$ cat src/hdl/sct_pkg.sv
// Package for the sensor count to temperature block: widths, codes, FSM states
// and the two calibration curves as constant functions.
// No dependencies.
`default_nettype none
package sct_pkg;

  localparam int STAGE_POINTS = 32;
  localparam int MOTOR_POINTS = 24;

  localparam int IDXW  = 5;   // table index
  localparam int XW    = 15;  // table abscissa
  localparam int DEGW  = 9;   // table temperature, signed whole degrees
  localparam int NUMW  = 28;  // abscissa numerator
  localparam int DENW  = 16;  // abscissa denominator
  localparam int PRODW = XW + DENW;
  localparam int DW    = 24;  // segment width times denominator
  localparam int DTW   = 4;   // temperature step of one segment
  localparam int NW    = DTW + DW;
  localparam int QW    = 13;  // interpolated fraction, Q8
  localparam int DIVNW = NW + 9;
  localparam int DVSW  = DW + 1;
  localparam int TEMPW = 17;
  localparam int CNTW  = 4;

  localparam logic [IDXW-1:0] STAGE_LAST = IDXW'(STAGE_POINTS - 1);
  localparam logic [IDXW-1:0] MOTOR_LAST = IDXW'(MOTOR_POINTS - 1);
  localparam logic [12:0]     SERIES_OHM = 13'd4700;
  localparam logic [16:0]     FULL_SCALE = 17'd32768;

  localparam logic SEL_STAGE = 1'b0;
  localparam logic SEL_MOTOR = 1'b1;

  localparam logic [1:0] ST_INTERP = 2'd0;
  localparam logic [1:0] ST_LOW    = 2'd1;
  localparam logic [1:0] ST_HIGH   = 2'd2;

  typedef enum logic [2:0] {
    S_IDLE,
    S_FETCH,
    S_SCAN,
    S_MUL,
    S_START,
    S_DIV,
    S_DONE
  } state_t;

  typedef struct packed {
    logic [XW-1:0]          x;
    logic signed [DEGW-1:0] deg;
  } curve_pt_t;

  typedef struct packed {
    logic busy;
    logic done;
  } div_stat_t;

  function automatic curve_pt_t mk_pt(input int x, input int deg);
    curve_pt_t p;
    p.x   = XW'(x);
    p.deg = DEGW'(deg);
    return p;
  endfunction

  function automatic curve_pt_t stage_pt(input logic [IDXW-1:0] i);
    curve_pt_t p;
    case (i)
      5'd0:    p = mk_pt(16308, -30);
      5'd1:    p = mk_pt(16387, -25);
      5'd2:    p = mk_pt(16487, -20);
      5'd3:    p = mk_pt(16609, -15);
      5'd4:    p = mk_pt(16757, -10);
      5'd5:    p = mk_pt(16938,  -5);
      5'd6:    p = mk_pt(17151,   0);
      5'd7:    p = mk_pt(17400,   5);
      5'd8:    p = mk_pt(17688,  10);
      5'd9:    p = mk_pt(18017,  15);
      5'd10:   p = mk_pt(18387,  20);
      5'd11:   p = mk_pt(18797,  25);
      5'd12:   p = mk_pt(19247,  30);
      5'd13:   p = mk_pt(19733,  35);
      5'd14:   p = mk_pt(20250,  40);
      5'd15:   p = mk_pt(20793,  45);
      5'd16:   p = mk_pt(21357,  50);
      5'd17:   p = mk_pt(21933,  55);
      5'd18:   p = mk_pt(22515,  60);
      5'd19:   p = mk_pt(23097,  65);
      5'd20:   p = mk_pt(23671,  70);
      5'd21:   p = mk_pt(24232,  75);
      5'd22:   p = mk_pt(24775,  80);
      5'd23:   p = mk_pt(25296,  85);
      5'd24:   p = mk_pt(25792,  90);
      5'd25:   p = mk_pt(26261,  95);
      5'd26:   p = mk_pt(26702, 100);
      5'd27:   p = mk_pt(27114, 105);
      5'd28:   p = mk_pt(27497, 110);
      5'd29:   p = mk_pt(27851, 115);
      5'd30:   p = mk_pt(28179, 120);
      default: p = mk_pt(28480, 125);
    endcase
    return p;
  endfunction

  function automatic curve_pt_t motor_pt(input logic [IDXW-1:0] i);
    curve_pt_t p;
    case (i)
      5'd0:    p = mk_pt( 980, -55);
      5'd1:    p = mk_pt(1030, -50);
      5'd2:    p = mk_pt(1135, -40);
      5'd3:    p = mk_pt(1247, -30);
      5'd4:    p = mk_pt(1367, -20);
      5'd5:    p = mk_pt(1495, -10);
      5'd6:    p = mk_pt(1630,   0);
      5'd7:    p = mk_pt(1772,  10);
      5'd8:    p = mk_pt(1922,  20);
      5'd9:    p = mk_pt(2000,  25);
      5'd10:   p = mk_pt(2080,  30);
      5'd11:   p = mk_pt(2245,  40);
      5'd12:   p = mk_pt(2417,  50);
      5'd13:   p = mk_pt(2597,  60);
      5'd14:   p = mk_pt(2785,  70);
      5'd15:   p = mk_pt(2980,  80);
      5'd16:   p = mk_pt(3182,  90);
      5'd17:   p = mk_pt(3392, 100);
      5'd18:   p = mk_pt(3607, 110);
      5'd19:   p = mk_pt(3817, 120);
      5'd20:   p = mk_pt(3915, 125);
      5'd21:   p = mk_pt(4008, 130);
      5'd22:   p = mk_pt(4166, 140);
      default: p = mk_pt(4280, 150);
    endcase
    return p;
  endfunction

endpackage
`default_nettype wire

$ cat src/hdl/sct_rom.sv
// Synchronous calibration table memory, one read port, registered output.
// Depends on sct_pkg for the curve contents and entry type.
`default_nettype none
module sct_rom
  import sct_pkg::*;
(
  input  wire logic            clk,
  input  wire logic            sel,
  input  wire logic [IDXW-1:0] addr,
  output curve_pt_t            pt_r
);

  always_ff @(posedge clk) begin
    if (sel == SEL_MOTOR) begin
      pt_r <= motor_pt(addr);
    end else begin
      pt_r <= stage_pt(addr);
    end
  end

endmodule
`default_nettype wire

$ cat src/hdl/sct_div.sv
// Restoring divider, one quotient bit per cycle, QW quotient bits per division.
// Depends on sct_pkg for widths and the status struct.
`default_nettype none
module sct_div
  import sct_pkg::*;
(
  input  wire logic             clk,
  input  wire logic             rst_n,
  input  wire logic             start,
  input  wire logic [DIVNW-1:0] dividend,
  input  wire logic [DVSW-1:0]  divisor,
  output logic      [QW-1:0]    quotient,
  output div_stat_t             stat
);

  logic [DIVNW-1:0] rem_r, rem_nxt;
  logic [DIVNW-1:0] dvs_r, dvs_nxt;
  logic [QW-1:0]    quo_r, quo_nxt;
  logic [CNTW-1:0]  cnt_r, cnt_nxt;
  logic             busy_r, busy_nxt;
  logic             done_r, done_nxt;

  always_comb begin
    rem_nxt  = rem_r;
    dvs_nxt  = dvs_r;
    quo_nxt  = quo_r;
    cnt_nxt  = cnt_r;
    busy_nxt = busy_r;
    done_nxt = 1'b0;
    if (start) begin
      rem_nxt  = dividend;
      dvs_nxt  = DIVNW'({divisor, {(QW-1){1'b0}}});
      cnt_nxt  = CNTW'(QW - 1);
      busy_nxt = 1'b1;
    end else if (busy_r) begin
      if (rem_r >= dvs_r) begin
        rem_nxt = rem_r - dvs_r;
        quo_nxt = {quo_r[QW-2:0], 1'b1};
      end else begin
        quo_nxt = {quo_r[QW-2:0], 1'b0};
      end
      dvs_nxt = dvs_r >> 1;
      if (cnt_r == '0) begin
        busy_nxt = 1'b0;
        done_nxt = 1'b1;
      end else begin
        cnt_nxt = cnt_r - 1'b1;
      end
    end
  end

  always_ff @(posedge clk) begin
    if (!rst_n) begin
      busy_r <= 1'b0;
      done_r <= 1'b0;
      cnt_r  <= '0;
    end else begin
      busy_r <= busy_nxt;
      done_r <= done_nxt;
      cnt_r  <= cnt_nxt;
    end
  end

  always_ff @(posedge clk) begin
    rem_r <= rem_nxt;
    dvs_r <= dvs_nxt;
    quo_r <= quo_nxt;
  end

  assign quotient  = quo_r;
  assign stat.busy = busy_r;
  assign stat.done = done_r;

endmodule
`default_nettype wire

$ cat src/hdl/sensor_count_to_temperature.sv
// Raw count to temperature by piecewise linear interpolation over a table in memory.
// Motor counts of 32768 and up are clamped without a table scan; other counts are
//   scanned to a clamp or to segment k (at most 31), which the divider then interpolates.
// Throughput: one transaction at a time; the table scan (one entry per memory read) and
//   the 13-step divider set the figure. A new input is taken once the result is registered.
// Reset: synchronous active-low rst_n clears the sequencer, divider and output valid.
// Depends on sct_pkg, sct_rom and sct_div.
`default_nettype none
module sensor_count_to_temperature
  import sct_pkg::*;
(
  input  wire logic        clk,
  input  wire logic        rst_n,
  // input channel
  input  wire logic        in_tvalid,
  output logic             in_tready,
  input  wire logic [15:0] in_tdata,   // [15:0] raw_count
  input  wire logic        in_tuser,   // [0] action (curve select)
  // result channel
  output logic             out_tvalid,
  input  wire logic        out_tready,
  output logic      [23:0] out_tdata,  // [16:0] temperature_q8, [23:17] zero
  output logic      [1:0]  out_tuser   // [1:0] clamp_status
);

  // Sequencer state
  state_t state_r, state_nxt;

  // Abscissa num/den, curve select, scan position
  logic                   sel_r, sel_nxt;
  logic [NUMW-1:0]        num_r, num_nxt;
  logic [DENW-1:0]        den_r, den_nxt;
  logic [IDXW-1:0]        idx_r, idx_nxt;   // address presented to the table
  logic [IDXW-1:0]        k_r, k_nxt;       // index of the entry now at the table output
  logic [PRODW-1:0]       p_prev_r, p_prev_nxt;
  logic signed [DEGW-1:0] prev_deg_r, prev_deg_nxt;

  // Interpolation operands
  logic [DW-1:0]          d_r, d_nxt;
  logic [DW-1:0]          r_r, r_nxt;
  logic [DTW-1:0]         dt_r, dt_nxt;
  logic [NW-1:0]          n_r, n_nxt;

  // Result holding and output register
  logic [TEMPW-1:0]       res_temp_r, res_temp_nxt;
  logic [1:0]             res_st_r, res_st_nxt;
  logic                   out_valid_r, out_valid_nxt;
  logic [TEMPW-1:0]       out_temp_r, out_temp_nxt;
  logic [1:0]             out_st_r, out_st_nxt;

  // Table memory and divider
  curve_pt_t              pt;
  logic                   div_start;
  logic [DIVNW-1:0]       div_dividend;
  logic [DVSW-1:0]        div_divisor;
  logic [QW-1:0]          div_quo;
  div_stat_t              div_stat;

  // Scan datapath: current entry times the denominator
  logic [PRODW-1:0]       p;
  logic [PRODW-1:0]       num_ext;
  logic                   hit;
  logic [IDXW-1:0]        last_k;
  logic [28:0]            motor_num;
  logic [16:0]            motor_den;
  logic signed [DEGW-1:0] deg_step;
  logic                   in_acc;

  localparam curve_pt_t STAGE_LO_PT = stage_pt('0);
  localparam curve_pt_t MOTOR_LO_PT = motor_pt('0);
  localparam curve_pt_t STAGE_HI_PT = stage_pt(STAGE_LAST);
  localparam curve_pt_t MOTOR_HI_PT = motor_pt(MOTOR_LAST);

  localparam logic [TEMPW-1:0] STAGE_LO_Q8 = {STAGE_LO_PT.deg, 8'h00};
  localparam logic [TEMPW-1:0] MOTOR_LO_Q8 = {MOTOR_LO_PT.deg, 8'h00};
  localparam logic [TEMPW-1:0] STAGE_HI_Q8 = {STAGE_HI_PT.deg, 8'h00};
  localparam logic [TEMPW-1:0] MOTOR_HI_Q8 = {MOTOR_HI_PT.deg, 8'h00};

  sct_rom u_rom (
    .clk  (clk),
    .sel  (sel_r),
    .addr (idx_r),
    .pt_r (pt)
  );

  sct_div u_div (
    .clk      (clk),
    .rst_n    (rst_n),
    .start    (div_start),
    .dividend (div_dividend),
    .divisor  (div_divisor),
    .quotient (div_quo),
    .stat     (div_stat)
  );

  assign in_tready = (state_r == S_IDLE);
  assign in_acc    = in_tvalid && in_tready;

  assign p         = PRODW'(pt.x) * PRODW'(den_r);
  assign num_ext   = PRODW'(num_r);
  assign hit       = (num_ext <= p);
  assign last_k    = (sel_r == SEL_MOTOR) ? MOTOR_LAST : STAGE_LAST;
  assign motor_num = 29'(SERIES_OHM) * 29'(in_tdata);
  assign motor_den = FULL_SCALE - {1'b0, in_tdata};
  assign deg_step  = pt.deg - prev_deg_r;

  // Rounded fraction: floor((2n + d) / 2d), n = 256 * dt * r
  assign div_dividend = {n_r, 9'd0} + DIVNW'(d_r);
  assign div_divisor  = {d_r, 1'b0};

  always_comb begin
    state_nxt     = state_r;
    sel_nxt       = sel_r;
    num_nxt       = num_r;
    den_nxt       = den_r;
    idx_nxt       = idx_r;
    k_nxt         = k_r;
    p_prev_nxt    = p_prev_r;
    prev_deg_nxt  = prev_deg_r;
    d_nxt         = d_r;
    r_nxt         = r_r;
    dt_nxt        = dt_r;
    n_nxt         = n_r;
    res_temp_nxt  = res_temp_r;
    res_st_nxt    = res_st_r;
    out_valid_nxt = out_valid_r;
    out_temp_nxt  = out_temp_r;
    out_st_nxt    = out_st_r;
    div_start     = 1'b0;

    if (out_valid_r && out_tready) begin
      out_valid_nxt = 1'b0;
    end

    unique case (state_r)
      S_IDLE: begin
        if (in_acc) begin
          sel_nxt = in_tuser;
          idx_nxt = '0;
          k_nxt   = '0;
          if (in_tuser == SEL_STAGE) begin
            num_nxt   = NUMW'(in_tdata);
            den_nxt   = DENW'(1);
            state_nxt = S_FETCH;
          end else if ({1'b0, in_tdata} == FULL_SCALE) begin
            // infinite resistance
            res_temp_nxt = MOTOR_HI_Q8;
            res_st_nxt   = ST_HIGH;
            state_nxt    = S_DONE;
          end else if ({1'b0, in_tdata} > FULL_SCALE) begin
            // negative resistance
            res_temp_nxt = MOTOR_LO_Q8;
            res_st_nxt   = ST_LOW;
            state_nxt    = S_DONE;
          end else begin
            num_nxt   = motor_num[NUMW-1:0];
            den_nxt   = motor_den[DENW-1:0];
            state_nxt = S_FETCH;
          end
        end
      end
      S_FETCH: begin
        idx_nxt   = idx_r + 1'b1;
        state_nxt = S_SCAN;
      end
      S_SCAN: begin
        idx_nxt      = idx_r + 1'b1;
        k_nxt        = k_r + 1'b1;
        p_prev_nxt   = p;
        prev_deg_nxt = pt.deg;
        d_nxt        = DW'(p - p_prev_r);
        r_nxt        = DW'(num_ext - p_prev_r);
        dt_nxt       = deg_step[DTW-1:0];
        if (k_r == '0) begin
          if (hit) begin
            res_temp_nxt = {pt.deg, 8'h00};
            res_st_nxt   = ST_LOW;
            state_nxt    = S_DONE;
          end
        end else if (k_r == last_k) begin
          // at the last entry equality counts as a high clamp
          if (num_ext < p) begin
            p_prev_nxt   = p_prev_r;
            prev_deg_nxt = prev_deg_r;
            state_nxt    = S_MUL;
          end else begin
            res_temp_nxt = {pt.deg, 8'h00};
            res_st_nxt   = ST_HIGH;
            state_nxt    = S_DONE;
          end
        end else if (hit) begin
          p_prev_nxt   = p_prev_r;
          prev_deg_nxt = prev_deg_r;
          state_nxt    = S_MUL;
        end
      end
      S_MUL: begin
        n_nxt     = NW'(dt_r) * NW'(r_r);
        state_nxt = S_START;
      end
      S_START: begin
        div_start = 1'b1;
        state_nxt = S_DIV;
      end
      S_DIV: begin
        if (div_stat.done) begin
          res_temp_nxt = {prev_deg_r, 8'h00} + TEMPW'(div_quo);
          res_st_nxt   = ST_INTERP;
          state_nxt    = S_DONE;
        end
      end
      S_DONE: begin
        if (!out_valid_r || out_tready) begin
          out_valid_nxt = 1'b1;
          out_temp_nxt  = res_temp_r;
          out_st_nxt    = res_st_r;
          state_nxt     = S_IDLE;
        end
      end
      default: begin
        state_nxt = S_IDLE;
      end
    endcase
  end

  always_ff @(posedge clk) begin
    if (!rst_n) begin
      state_r     <= S_IDLE;
      out_valid_r <= 1'b0;
    end else begin
      state_r     <= state_nxt;
      out_valid_r <= out_valid_nxt;
    end
  end

  always_ff @(posedge clk) begin
    sel_r      <= sel_nxt;
    num_r      <= num_nxt;
    den_r      <= den_nxt;
    idx_r      <= idx_nxt;
    k_r        <= k_nxt;
    p_prev_r   <= p_prev_nxt;
    prev_deg_r <= prev_deg_nxt;
    d_r        <= d_nxt;
    r_r        <= r_nxt;
    dt_r       <= dt_nxt;
    n_r        <= n_nxt;
    res_temp_r <= res_temp_nxt;
    res_st_r   <= res_st_nxt;
    out_temp_r <= out_temp_nxt;
    out_st_r   <= out_st_nxt;
  end

  assign out_tvalid = out_valid_r;
  assign out_tdata  = {7'd0, out_temp_r};
  assign out_tuser  = out_st_r;

  // A low clamp always reports one of the two low-end temperatures
  a_low_end: assert property (@(posedge clk) disable iff (!rst_n)
    out_tvalid && out_tuser == ST_LOW |->
      out_tdata[16:0] == STAGE_LO_Q8 || out_tdata[16:0] == MOTOR_LO_Q8)
    else $error("low clamp with wrong temperature");

  // A high clamp always reports one of the two high-end temperatures
  a_high_end: assert property (@(posedge clk) disable iff (!rst_n)
    out_tvalid && out_tuser == ST_HIGH |->
      out_tdata[16:0] == STAGE_HI_Q8 || out_tdata[16:0] == MOTOR_HI_Q8)
    else $error("high clamp with wrong temperature");

  // Divider completion only while the sequencer waits for it
  a_div_done: assert property (@(posedge clk) disable iff (!rst_n)
    div_stat.done |-> state_r == S_DIV)
    else $error("divider finished outside the wait state");

  // The scan never runs past the end of the selected curve
  a_scan_bound: assert property (@(posedge clk) disable iff (!rst_n)
    state_r == S_SCAN |-> k_r <= last_k)
    else $error("table scan past last entry");

endmodule
`default_nettype wire

$ cat config.mk
export PLATFORM = sky130hd
export DESIGN_NAME = sensor_count_to_temperature
export DESIGN_NICKNAME = d
export VERILOG_FILES = /design/src/hdl/sct_pkg.sv /design/src/hdl/sct_rom.sv /design/src/hdl/sct_div.sv /design/src/hdl/sensor_count_to_temperature.sv
export SDC_FILE = /design/constraint.sdc
export NUM_CORES = 2
export LEC_CHECK = 0
export ABC_AREA = 1
export ABC_CLOCK_PERIOD_IN_PS = 20900
export BUFFER_PORTS_ARGS = -buffer_cell sky130_fd_sc_hd__buf_2
export CORE_MARGIN = 2
export CORE_UTILIZATION = 60
export DETAILED_ROUTE_END_ITERATION = 16
export HOLD_SLACK_MARGIN = 0.03
export PLACE_DENSITY = 0.76
export SLEW_MARGIN = 0
export SYNTH_ARGS = -nofsm -noshare
export SYNTH_HDL_FRONTEND = slang
export SYNTH_SLANG_ARGS = --single-unit
$ cat constraint.sdc
create_clock -name clk -period 20.9 [get_ports clk]
set_input_delay 4.18 -clock clk [delete_from_list [all_inputs] [get_ports clk]]
set_output_delay 4.18 -clock clk [all_outputs]
set_load 0.02 [all_outputs]
==> results by stage <==
Logic synthesis:
- The post-synthesis area per instance is roughly 8.4 um2.
- The number of distinct library cells after synthesis is between 60 and 70.
- The cell type with the highest aggregate area in the netlist is sky130_fd_sc_hd__edfxtp_1.
- The number of enable-type register cells in the synthesized netlist is between 200 and 300.
- The fraction of registers with async set or reset after synthesis is 0%.
- The most used flip-flop cell after synthesis is sky130_fd_sc_hd__edfxtp_1.
- Sorting the synthesized cells by area gives the leading types as sky130_fd_sc_hd__edfxtp_1, sky130_fd_sc_hd__fa_1, sky130_fd_sc_hd__ha_1, sky130_fd_sc_hd__nand2_1, sky130_fd_sc_hd__inv_1.
- The synthesized instance count is roughly 4100.
- The top cell type's share of synthesized area is 24.5%.
- For this run, the number of Yosys warnings is 0.
- The share of the Yosys chip area taken by registers is about 30%.
- The number of synthesized register bits is approximately 370.
- The cell area after synthesis is roughly 34000 um2.

Routing:
- The first TritonRoute pass finished after 6 iterations.
- The detailed-route wire length per cell is between 15 and 20 um.
- The routed layout has between 20000 and 30000 vias.
- The final layout contains routed wiring with a total length of 78700 um.
- The detailed-route vias per instance is between 5 and 6.
- The first routing iteration left ~1900 violations.
- After detailed routing, the number of remaining DRC violations is 0.
- The final antenna-violating net count is 0.

Clock tree:
- The post-CTS setup buffer count is 0.
- Buffers inserted during clock tree synthesis total 43.
- Clock tree synthesis selected as its root buffer the cell sky130_fd_sc_hd__clkbuf_16.
- The number of cells upsized or downsized after cts is 0.
- The clock input transition at the sequential cells of the worst setup and hold paths is approximately 60 ps.
- The clock net in this run drives a total of between 300 and 400 sinks.
- The maximum clock path buffer count is 3.
- The worst-skew pair later-pin latency is roughly 600 ps.
- The number of buffers inserted for hold repair after clock tree synthesis is 0.
- TritonCTS built the clock tree.
- The H-tree was split into 2 levels.

Floorplan:
- After floorplanning, the core was sized to cover 56400 um2.
- For this design the top-level I/O count stands at 49.
- The area of the die is about 59000 um2.
- Once the floorplan was initialized, standard cells occupied slightly above 60% of the core.
- In this run the horizontal extent of the chip is 243 um.
- The number of rows in the core area is between 80 and 90.
- The height of the die is 243 um.

Final layout:
- The area overhead of the layout relative to synthesis is 6.91%.
- The number of antenna cells inserted is 0.
- In the final layout, the share of cells above drive strength 1 is approximately 4.5%.
- In the final layout, the multi-input gates occupy just over 20000 um2.
- The layout net count is 4742.
- In the final layout, flip-flops and latches occupy 10200 um2.
- The layout has 4791 filler cells.
- The count of cells in the finished layout, fillers not included, comes to slightly below 5000.

STA:
- The final worst-path setup slack is 12020 ps.
- Between clock sinks in the finished design, the worst skew comes to between 20 and 25 ps.
- Setup violations remaining at the end of the flow were counted as 0.
- The final critical path time including I/O delays and setup is 8880 ps.
- The final max-slew violation count was 0.
- The pin slew with the least headroom to its limit is 1350 ps.
- The aggregate negative setup slack is 0 ps.
- The total count of hold-check failures in the final report is 0.
- Static timing analysis puts the maximum clock frequency at 113 MHz.
- Of the available clock period, the critical path in the final layout requires 42.5%.
- The worst slew slack as a fraction of its limit is a little under a tenth.
- Setup repair after global routing left no endpoint under its margin.

Placement:
- The setup slack at placement is approximately 12000 ps.
- The count of buffers from port buffering is between 40 and 50.
- The number of cells in the design after placement is ~4800.
- After legalization and detailed placement, the total HPWL measured between 60000 and 70000 um.
- At the end of routability-driven placement, the weighted congestion stood at between 0.9 and 1.

Global route:
- The number of antenna violations at the first check in global routing is 0.
- The global-route usage over all layers is 27.3%.
- The met2 track demand over resource in global routing is 45.5%.
- The via count of the first global-routing pass is about 26000.
- The global-route layer with the greatest usage is met2.
- Entering global routing, the biggest net connects 67 pins.
- The met1 track demand over resource in global routing is a little under two fifths.
- The global-route wire length before repair is 131000 um.
- Global routing used under 10% of the available met3 tracks.
- The global route total overflow is 0.

Job:
- The number of max-cap violations is 0.

Setup path:
- The critical path in this run is classified as reg2reg.
- Data on the critical path arrives at its endpoint at slightly above 9000 ps.
- The worst setup path is captured at a register.
- The data required time of the critical path is 21080 ps.
- The highest fanout seen on the critical path is 33.
- In this design, the stage delay of the slowest critical-path cell is slightly above 900 ps.
- The standard cell with the maximum stage delay on the critical path is sky130_fd_sc_hd__o21ai_4.
- The worst setup path is launched from a register.

Min path:
- The kind of path behind the tightest hold check is reg2reg.

Run status:
- The run finished with clean final reports.
area by class of cell:
type	instances	area share (%)
Multi-Input combinational cell	2740	55.8
Clock buffer	56	3.10
Sequential cell	372	28.0
Timing Repair Buffer	53	0.806
Clock inverter	22	0.950
Tap cell	756	2.58
Inverter	855	8.78
cell usage after synthesis (4+ instances only):
| cell type | instances |
|---|---|
| sky130_fd_sc_hd__nand2_1 | 906 |
| sky130_fd_sc_hd__inv_1 | 843 |
| sky130_fd_sc_hd__ha_1 | 379 |
| sky130_fd_sc_hd__edfxtp_1 | 280 |
| sky130_fd_sc_hd__fa_1 | 277 |
| sky130_fd_sc_hd__a21oi_1 | 250 |
| sky130_fd_sc_hd__nor2_1 | 209 |
| sky130_fd_sc_hd__o21ai_0 | 184 |
| sky130_fd_sc_hd__nand3_1 | 109 |
| sky130_fd_sc_hd__dfxtp_1 | 92 |
| sky130_fd_sc_hd__clkbuf_1 | 86 |
| sky130_fd_sc_hd__xor2_1 | 72 |
| sky130_fd_sc_hd__xnor2_1 | 51 |
| sky130_fd_sc_hd__nor3_1 | 35 |
| sky130_fd_sc_hd__a31oi_1 | 22 |
| sky130_fd_sc_hd__o21ai_1 | 20 |
| sky130_fd_sc_hd__nand4_1 | 18 |
| sky130_fd_sc_hd__o211ai_1 | 18 |
| sky130_fd_sc_hd__a22oi_1 | 16 |
| sky130_fd_sc_hd__o22ai_1 | 15 |
| sky130_fd_sc_hd__a21o_1 | 13 |
| sky130_fd_sc_hd__o21a_1 | 13 |
| sky130_fd_sc_hd__o21bai_1 | 13 |
| sky130_fd_sc_hd__o31ai_1 | 11 |
| sky130_fd_sc_hd__inv_2 | 10 |
| sky130_fd_sc_hd__or2_2 | 10 |
| sky130_fd_sc_hd__buf_4 | 8 |
| sky130_fd_sc_hd__nor4_1 | 8 |
| sky130_fd_sc_hd__o221ai_1 | 8 |
| sky130_fd_sc_hd__o21ai_2 | 7 |
| sky130_fd_sc_hd__buf_2 | 6 |
| sky130_fd_sc_hd__nor2_2 | 6 |
| sky130_fd_sc_hd__nor3b_1 | 6 |
| sky130_fd_sc_hd__a211oi_1 | 5 |
| sky130_fd_sc_hd__a21boi_1 | 5 |
| sky130_fd_sc_hd__a21oi_2 | 5 |
| sky130_fd_sc_hd__nor2_4 | 5 |
| sky130_fd_sc_hd__nand2_2 | 4 |
| sky130_fd_sc_hd__nand3b_1 | 4 |
placed cells by master (no fill, tap or decap), types with 92 or more instances in the layout:
master / Yosys / layout
sky130_fd_sc_hd__edfxtp_1: 280 / 280
sky130_fd_sc_hd__nand2_1: 906 / 906
sky130_fd_sc_hd__dfxtp_1: 92 / 92
sky130_fd_sc_hd__fa_1: 277 / 277
sky130_fd_sc_hd__nor2_1: 209 / 204
sky130_fd_sc_hd__ha_1: 379 / 379
sky130_fd_sc_hd__a21oi_1: 250 / 250
sky130_fd_sc_hd__nand3_1: 109 / 109
sky130_fd_sc_hd__inv_1: 843 / 843
sky130_fd_sc_hd__o21ai_0: 184 / 183
stage by stage:
stage,hold slack (ps),util (%),instance area [um2]
floorplan,388,-,34300
global placement,399,62.3,35100
detailed placement,399,62.3,35100
CTS,414,65.0,36600
global route,427,65.0,36600
finish,415,65.0,36600
kinds of logic after synthesis:
| kind of cell | Yosys count | synth area share [%] |
|---|---|---|
| AND/OR/NAND/NOR | 1330 | 15.8 |
| other | 1 | 0.0109 |
| XOR/XNOR | 123 | 3.14 |
| flip-flops | 372 | 29.9 |
| AO/OA/AOI/OAI | 624 | 10.5 |
| buffers and inverters | 957 | 10.6 |
| adder cells (fa/ha/maj) | 656 | 30.0 |
worst max-delay path, delay by kind of cell (launching register included):
family          cells  cell delay (ps)
buf+inv             6              390
xor+xnor            1              250
compound gates      4             1480
fa+ha+maj           8             3730
simple gates       12             1810
flops               1              790
routing by layer:
metal	up-vias	part of all wire, %
li1	12967	-
met1	12490	44
met2	734	47
met3	148	6.0
met4	0	3.0
met5	-	0
final timing paths:
check,from,end,slack [ps],cells past startpoint
worst min-delay path,register,u_rom.pt_r[23],410,2
worst min register to register,register,u_rom.pt_r[23],410,2
worst max register to register,den_r[7],p_prev_r[19],12020,31
worst max-delay path,den_r[7],p_prev_r[19],12020,31
Power is left out: the tool's default activity adds up to more than one toggle a clock period on the data nets, which glitch-free logic cannot reach.
